<file path="src/rtl/core/scc_pkg.sv">
// Package for the strided copy chunker: payload structs, status codes,
// controller/datapath command and status bundles. No dependencies.
package scc_pkg;

  localparam int MAX_CHUNKS = 64;
  localparam int DIV_W      = 32;

  // Result status codes
  localparam logic [2:0] ST_OK       = 3'd0;
  localparam logic [2:0] ST_LAYOUT   = 3'd1;
  localparam logic [2:0] ST_FRAG     = 3'd2;
  localparam logic [2:0] ST_INCOMPAT = 3'd3;
  localparam logic [2:0] ST_MANY     = 3'd5;

  // Output register source
  localparam logic [1:0] OUT_CHUNK = 2'd0;
  localparam logic [1:0] OUT_PASS  = 2'd1;
  localparam logic [1:0] OUT_ERR   = 2'd2;

  // Divider operand selection
  localparam logic [1:0] DIV_CH_FL     = 2'd0;
  localparam logic [1:0] DIV_BIG_SMALL = 2'd1;
  localparam logic [1:0] DIV_CH_BIG    = 2'd2;

  typedef struct packed {
    logic [47:0] src_offset;
    logic [31:0] src_frag_len;
    logic [31:0] src_frag_count;
    logic [31:0] src_stride;
    logic [47:0] dst_offset;
    logic [31:0] dst_frag_len;
    logic [31:0] dst_frag_count;
    logic [31:0] dst_stride;
  } desc_t;

  typedef struct packed {
    logic [47:0] chunk_src_offset;
    logic [31:0] chunk_src_len;
    logic [31:0] chunk_src_count;
    logic [31:0] chunk_src_stride;
    logic [47:0] chunk_dst_offset;
    logic [31:0] chunk_dst_len;
    logic [31:0] chunk_dst_count;
    logic [31:0] chunk_dst_stride;
    logic        last_chunk;
    logic [2:0]  status;
  } chunk_t;

  typedef struct packed {
    logic       load_desc;
    logic       mul_tot;
    logic       div_start;
    logic [1:0] div_sel;
    logic       latch_qa;
    logic       latch_qb;
    logic       set1;
    logic       set2;
    logic       set3;
    logic       emit;
    logic [1:0] out_sel;
    logic [2:0] err_code;
  } cmd_t;

  typedef struct packed {
    logic lay_bad;
    logic ch_zero;
    logic su;
    logic du;
    logic frag_big;
    logic div_done;
    logic div_rem_nz;
    logic too_many;
    logic last;
    logic out_free;
  } stat_t;

endpackage

</file>
<file path="src/rtl/core/scc_ctrl.sv">
// Controller state machine: sequences checks, divisions, setup and the
// chunk walk. Depends on scc_pkg.
module scc_ctrl import scc_pkg::*; (
  input  logic  clk,
  input  logic  rst,
  input  logic  in_valid,
  output logic  in_ready,
  input  stat_t stat,
  output cmd_t  cmd
);

  localparam logic [3:0] S_IDLE = 4'd0;
  localparam logic [3:0] S_MUL  = 4'd1;
  localparam logic [3:0] S_CLS  = 4'd2;
  localparam logic [3:0] S_DIV1 = 4'd3;
  localparam logic [3:0] S_DIV2 = 4'd4;
  localparam logic [3:0] S_SET1 = 4'd5;
  localparam logic [3:0] S_SET2 = 4'd6;
  localparam logic [3:0] S_SET3 = 4'd7;
  localparam logic [3:0] S_EMIT = 4'd8;
  localparam logic [3:0] S_ERR  = 4'd9;
  localparam logic [3:0] S_PASS = 4'd10;

  logic [3:0] state, state_next;
  logic [2:0] err_code, err_code_next;

  assign in_ready = (state == S_IDLE);

  // Next state and commands
  always_comb begin
    state_next    = state;
    err_code_next = err_code;
    cmd           = '0;
    cmd.out_sel   = OUT_CHUNK;
    cmd.div_sel   = DIV_CH_FL;
    cmd.err_code  = err_code;
    unique case (state)
      S_IDLE: begin
        if (in_valid) begin
          cmd.load_desc = 1'b1;
          state_next    = S_MUL;
        end
      end
      S_MUL: begin
        cmd.mul_tot = 1'b1;
        state_next  = S_CLS;
      end
      S_CLS: begin
        priority if (stat.lay_bad) begin
          err_code_next = ST_LAYOUT;
          state_next    = S_ERR;
        end else if (stat.ch_zero) begin
          state_next = S_PASS;
        end else if (stat.su && stat.du) begin
          state_next = S_SET1;
        end else if (stat.frag_big) begin
          err_code_next = ST_FRAG;
          state_next    = S_ERR;
        end else begin
          cmd.div_start = 1'b1;
          cmd.div_sel   = (stat.su || stat.du) ? DIV_CH_FL : DIV_BIG_SMALL;
          state_next    = S_DIV1;
        end
      end
      S_DIV1: begin
        if (stat.div_done) begin
          if (stat.su || stat.du) begin
            cmd.latch_qa = 1'b1;
            state_next   = S_SET1;
          end else if (stat.div_rem_nz) begin
            err_code_next = ST_INCOMPAT;
            state_next    = S_ERR;
          end else begin
            cmd.latch_qa  = 1'b1;
            cmd.div_start = 1'b1;
            cmd.div_sel   = DIV_CH_BIG;
            state_next    = S_DIV2;
          end
        end
      end
      S_DIV2: begin
        if (stat.div_done) begin
          cmd.latch_qb = 1'b1;
          state_next   = S_SET1;
        end
      end
      S_SET1: begin
        cmd.set1   = 1'b1;
        state_next = S_SET2;
      end
      S_SET2: begin
        cmd.set2   = 1'b1;
        state_next = S_SET3;
      end
      S_SET3: begin
        if (stat.too_many) begin
          err_code_next = ST_MANY;
          state_next    = S_ERR;
        end else begin
          cmd.set3   = 1'b1;
          state_next = S_EMIT;
        end
      end
      S_EMIT: begin
        if (stat.out_free) begin
          cmd.emit = 1'b1;
          if (stat.last) state_next = S_IDLE;
        end
      end
      S_ERR: begin
        if (stat.out_free) begin
          cmd.emit    = 1'b1;
          cmd.out_sel = OUT_ERR;
          state_next  = S_IDLE;
        end
      end
      S_PASS: begin
        if (stat.out_free) begin
          cmd.emit    = 1'b1;
          cmd.out_sel = OUT_PASS;
          state_next  = S_IDLE;
        end
      end
      default: state_next = S_IDLE;
    endcase
  end

  always_ff @(posedge clk) begin
    if (rst) begin
      state    <= S_IDLE;
      err_code <= ST_OK;
    end else begin
      state    <= state_next;
      err_code <= err_code_next;
    end
  end

  // Never overwrite a result that is still waiting
  a_emit_free: assert property (@(posedge clk) disable iff (rst)
    cmd.emit |-> stat.out_free) else $error("emit while output busy");

  // Divider starts only from classification or the first division
  a_div_start: assert property (@(posedge clk) disable iff (rst)
    cmd.div_start |-> (state == S_CLS || state == S_DIV1))
    else $error("divider started in wrong state");

  // Last chunk transfer returns the controller to idle
  a_last_idle: assert property (@(posedge clk) disable iff (rst)
    (state == S_EMIT && cmd.emit && stat.last) |=> state == S_IDLE)
    else $error("walk did not end on last chunk");

  // Error results always carry a nonzero code
  a_err_code: assert property (@(posedge clk) disable iff (rst)
    (cmd.emit && cmd.out_sel == OUT_ERR) |-> err_code != ST_OK)
    else $error("error result without code");

endmodule

</file>
<file path="config.mk">
export PLATFORM = sky130hd
export DESIGN_NAME = scc_ctrl
export DESIGN_NICKNAME = d
export VERILOG_FILES = /design/src/rtl/core/scc_pkg.sv /design/src/rtl/core/scc_ctrl.sv
export SDC_FILE = /design/constraint.sdc
export NUM_CORES = 1
export LEC_CHECK = 0
export BUFFER_PORTS_ARGS = -buffer_cell sky130_fd_sc_hd__buf_2
export CAP_MARGIN = 15
export CORE_UTILIZATION = 46
export DETAILED_ROUTE_END_ITERATION = 7
export PLACE_DENSITY_LB_ADDON = 0.08
export RECOVER_POWER = 50
export REMOVE_ABC_BUFFERS = 1
export SLEW_MARGIN = 20
export SYNTH_ARGS = -nofsm -noshare
export SYNTH_HDL_FRONTEND = slang
export SYNTH_SLANG_ARGS = --single-unit
</file>
<file path="constraint.sdc">
create_clock -name clk -period 2.05 [get_ports clk]
set_clock_uncertainty 0.15 [all_clocks]
set_input_delay 0.1025 -clock clk [delete_from_list [all_inputs] [get_ports clk]]
set_output_delay 0.1025 -clock clk [all_outputs]
set_load 0.05 [all_outputs]
</file>
# Word-level counts from Yosys, hierarchy flattened

Cells that the tools add are included.

Input port bits: 13
Register bits: 7
Logic and storage cells: 79
Output and inout port bits: 17

Reductions and logical operators: 7
Equality and inequality tests: 22
Mux-type cells: 48

Operators by type and width:

| operator                                       | count |
|---|---|
| 2-to-1 mux 4 bit                               | 14 |
| 2-to-1 mux 3 bit                               | 15 |
| case mux 4 bit (10 select lines)               | 1 |
| == test 4 x 3 -> 1 bit (second input constant) | 4 |
| != test 2 bit (second input constant)          | 8 |
| 2-to-1 mux 1 bit                               | 14 |
| == test 4 bit (second input constant)          | 3 |
| != test 3 bit (second input constant)          | 3 |
| case mux 3 bit (3 select lines)                | 1 |
| == test 4 x 2 -> 1 bit (second input constant) | 2 |
| AND reduction 8 bit                            | 1 |
| case mux 3 bit (2 select lines)                | 1 |
| AND reduction 6 bit                            | 1 |
| == test 4 x 1 -> 1 bit (second input constant) | 1 |
| logical NOT 4 bit                              | 1 |
| case mux 2 bit (2 select lines)                | 1 |
| case mux 1 bit (3 select lines)                | 1 |
| nonzero test 3 bit                             | 1 |
| != test 2 x 1 -> 1 bit (second input constant) | 1 |
| OR reduction 2 bit                             | 1 |
| logical AND 1 bit                              | 1 |
| logical OR 1 bit                               | 1 |

# Depth between registers and ports, before layout

Word-level depth: 7
Depth in mapped cells: 6
Gate-level depth less buffers: 5

# Worst setup path before layout

No wires, ideal clock.

Path kind: register -> output
Start point: reg state[1]
End point: out cmd[15] (netlist name)
Required time: 1.798 ns
Setup slack: -0.960 ns
Cell stages (with the launch flop): 5
Arrival time: 2.758 ns
Path through: dfxtp_1 > buf_4 > clkbuf_1 > nor4_1 > and2_1

RTL lines:

| what                   | RTL line        | text |
|---|---|---|
| start, declared        | scc_ctrl.sv:24  | `logic [3:0] state, state_next;` |
| start signal, assigned | scc_ctrl.sv:133 | `state <= state_next;` |
| end, declared          | scc_ctrl.sv:9   | `output cmd_t cmd` |

==> summary.txt <==
STA
  • Unrepaired setup endpoints after global routing: no
  • Final cycle utilization of the critical path: 0.9747
  • Slew Limit Fails: 0
  • Rel. slew slack: 0.5971
  • Final setup TNS: 0 ns
  • Final Hold Fails: 0
  • Post-route minimum period: between 1.5 and 2 ns
  • Max Freq: 500.5 MHz
  • Setup violations, final: 0
  • Slew @ Worst Pin: 0.6070 ns

Synthesis
  • Ys Warns: 0
  • Cells after Synth: 90
  • Post-Syn Area per Cell: 7.632 sq um
  • Mapped Area: 686.9 sq um
  • Synth top area share: 0.2040
  • Synthesized flop and latch total: 7
  • Register area share after synthesis: 0.2040
  • Cell taking the most area after synthesis: dfxtp_1
  • Area contributors post-synth: dfxtp_1 (20%), nor2_1 (6.6%), mux2i_1 (5.8%)
  • Synth unique cells: 43

Floorplanning
  • Core box area: ~1400 sq um
  • Row count: 13
  • Initial core utilization: 0.5088
  • Ports: 30
  • Width of the die: 40.64 um
  • Die area: between 1500 and 2000 sq um
  • Die H: 40.64 um

Run
  • Max-cap violations: 0

Finish
  • Commonest non-fill, non-tap cell in the layout: buf_2
  • Layout area overhead: 31.88%
  • Filler cells: 140
  • Share of layout cells above drive strength 1: 0.3333
  • Post-route cell area: 905.9 sq um
  • Antenna diodes: 0
  • Most frequent cells in the layout: buf_2 (22), nor2_1 (12), nand2_1 (9), clkbuf_1 (6), buf_4 (6)
  • Nets: 140

Worst setup path
  • RR Endpoint: state[1]
  • CP Max Fanout: 8
  • Worst path required time: 1.80 ns
  • Cells along the critical path: nor3b_4 > nand2_2 > or3_4 > o31a_1 > o22ai_2 > buf_6
  • Crit Path Class: flip-flop to output port
  • R2r setup slk: around 0.18 ns
  • Reg2reg path depth: 6
  • CP max stage cell: dfxtp_2
  • Critical Path End Type: output port
  • Startpoint types: flip-flop
  • Worst Path Arrival: 1.75 ns
  • Slowest stage delay, CP: 0.37 ns
  • FF-to-FF Start: state[2]

Clock network
  • Root buf cell: clkbuf_4
  • Worst-Skew Late Latency: 0.26 ns
  • CTS tree: built
  • Clock tree buffer depth: 2
  • Clock Pin Slew Worst Setup and Hold Paths: 0.05 ns
  • Clock sink count: 7
  • Num CTS Buffers: 3
  • CTS HTree Levels: 1

Routing
  • Post-Route WL: about 2.0 mm
  • Drt wl/cell: around 14 um
  • Iter 0 DRT Violations: 28
  • Drt pass-1 iters: 6
  • DR vias: 835
  • Drt via density: 5.922
  • DRC: 0
  • Final ANT Viol Nets: 0

Global routing
  • Vias in the first global route: 634
  • First-pass GRT wire length: around 2.9 mm
  • GRT Overall Usage: 0.2613
  • Gr ovfl total: 0
  • Pin count of the biggest net entering global routing: 14
  • Initial antenna violation count: 0

Placement
  • Port Buf Inserts: 29
  • HPWL Detailed: between 1 and 1.5 mm
  • GPL Wtd Cong: 0.9011
  • Placed Area: around 850 sq um

Outcome
  • Status: finished clean

Worst hold path
  • Worst hold endpoint: state[2]
  • Hold path cells: 3
  • Hold_sp: stat[4]
  • Worst hold-check path type: input pin to flip-flop

Power and ir drop
  • Maximum VDD drop: 0.0006646 V
  • Sequential fraction of design power: 0.212
  • Pleak: 0.4094 nW
  • Power Density: roughly 1200 nW/um^2
  • NetSw: approximately 0.56 mW
  • Combinational share of power: 0.667
  • Switching share of power: 0.5271
  • Clock power share: 0.122
  • Internal Power: 0.5042 mW
power groups by stage:
stage | registers, mW | logic (mW) | clock network, mW
final | 0.226 | 0.711 | 0.130
after global routing | 0.231 | 0.774 | 0.136
after CTS | 0.217 | 0.700 | 0.133
after detailed placement | 0.218 | 0.690 | 0
after global placement | 0.217 | 0.681 | 0
after floorplan | 0.280 | 0.448 | 0
area by class of cell:
| cell class | count | area [sq um] | area share |
|---|---|---|---|
| clock buffers | 4 | 26.28 | 0.02901 |
| inverters | 1 | 3.754 | 0.004144 |
| multi-input cells | 77 | 505.5 | 0.5580 |
| flip-flops and latches | 7 | 146.4 | 0.1616 |
| well taps | 15 | 18.77 | 0.02072 |
| repair buffers | 37 | 205.2 | 0.2265 |
per-stage QoR:
| stage | hold WS, ns | setup WS (ns) | utilization | total power [mW] | instances |
|---|---|---|---|---|---|
| 5_1_grt | 0.07811 | 0.01931 | 0.6710 | 1.141 | 141 |
| 4_1_cts | 0.05922 | 0.02164 | 0.6627 | 1.050 | 138 |
| 6_report | 0.07018 | 0.05192 | 0.6710 | 1.066 | 141 |
| 3_3_place_gp | 0.2221 | 0.2497 | 0.6293 | 0.8979 | 133 |
| 3_5_place_dp | 0.2221 | 0.2039 | 0.6293 | 0.9079 | 133 |
| 2_1_floorplan | 0.02157 | -0.8564 | - | 0.7273 | 85 |
worst max-delay path by stage:
stage	startpoint	end	cells after the start
2_1_floorplan	state[0]	cmd[15]	2
3_3_place_gp	state[2]	cmd[13]	6
3_5_place_dp	state[1]	cmd[13]	6
4_1_cts	state[2]	cmd[13]	6
5_1_grt	state[1]	cmd[13]	6
6_report	state[2]	cmd[13]	6
metal layers:
layer  track usage  vias to the layer above  share of wire  routed length (um)
met2        0.4167                       37           0.47                 950
met3       0.08696                        4          0.062                 124
met4       0.02500                        0          0.012                  25
li1              -                      410              -                   -
met5             0                        -              0                   0
met1        0.3506                      384           0.45                 901
sequential cells by signal (all words and copies together) (netlist names):
signal,flops
err_code,3
state,4
synthesized netlist by cell type, drive strengths merged:
| library cell | number |
|---|---|
| nand2b | 4 |
| a21boi | 1 |
| and3 | 2 |
| a2bb2oi | 1 |
| buf | 3 |
| nand3 | 1 |
| a222oi | 1 |
| o21a | 1 |
| o2111ai | 1 |
| nand2 | 10 |
| and2 | 4 |
| dfxtp | 7 |
| a21o | 1 |
| nand4 | 1 |
| nor3b | 3 |
| mux2i | 4 |
| nor2b | 4 |
| o31ai | 2 |
| clkbuf | 2 |
| o31a | 1 |
| nor4b | 2 |
| nor4 | 2 |
| nor3 | 2 |
| nor2 | 13 |
| a211oi | 1 |
| o22a | 1 |
| or3 | 1 |
| inv | 1 |
| o311ai | 1 |
| a21oi | 2 |
| and3b | 1 |
| and4bb | 1 |
| o21ai | 3 |
| a31oi | 1 |
| o22ai | 2 |
| a22oi | 2 |
critical path: cells and delay by family (launching register included):
family          cells  cell delay [ns]
simple gates        3             0.68
buf+inv             1             0.18
compound gates      2             0.26
flops               1             0.37
logic make-up after synthesis:
| group | Yosys count | share of synthesized area |
|---|---|---|
| buffers and inverters | 6 | 0.05100 |
| DFF | 7 | 0.2040 |
| AOI/OAI and AO/OA | 22 | 0.2477 |
| muxes | 4 | 0.05829 |
| and+or+nand+nor | 51 | 0.4390 |
timing repair:
action                                 4_1_cts  5_1_grt
endpoints found under the hold margin        7        0
hold buffers                                 1        0
pin swaps                                    0        2
gates resized for setup                      4        2
setup endpoints to repair                    1        1
setup buffers                                0        3
No activity file was read; power rests on OpenSTA's default activity.
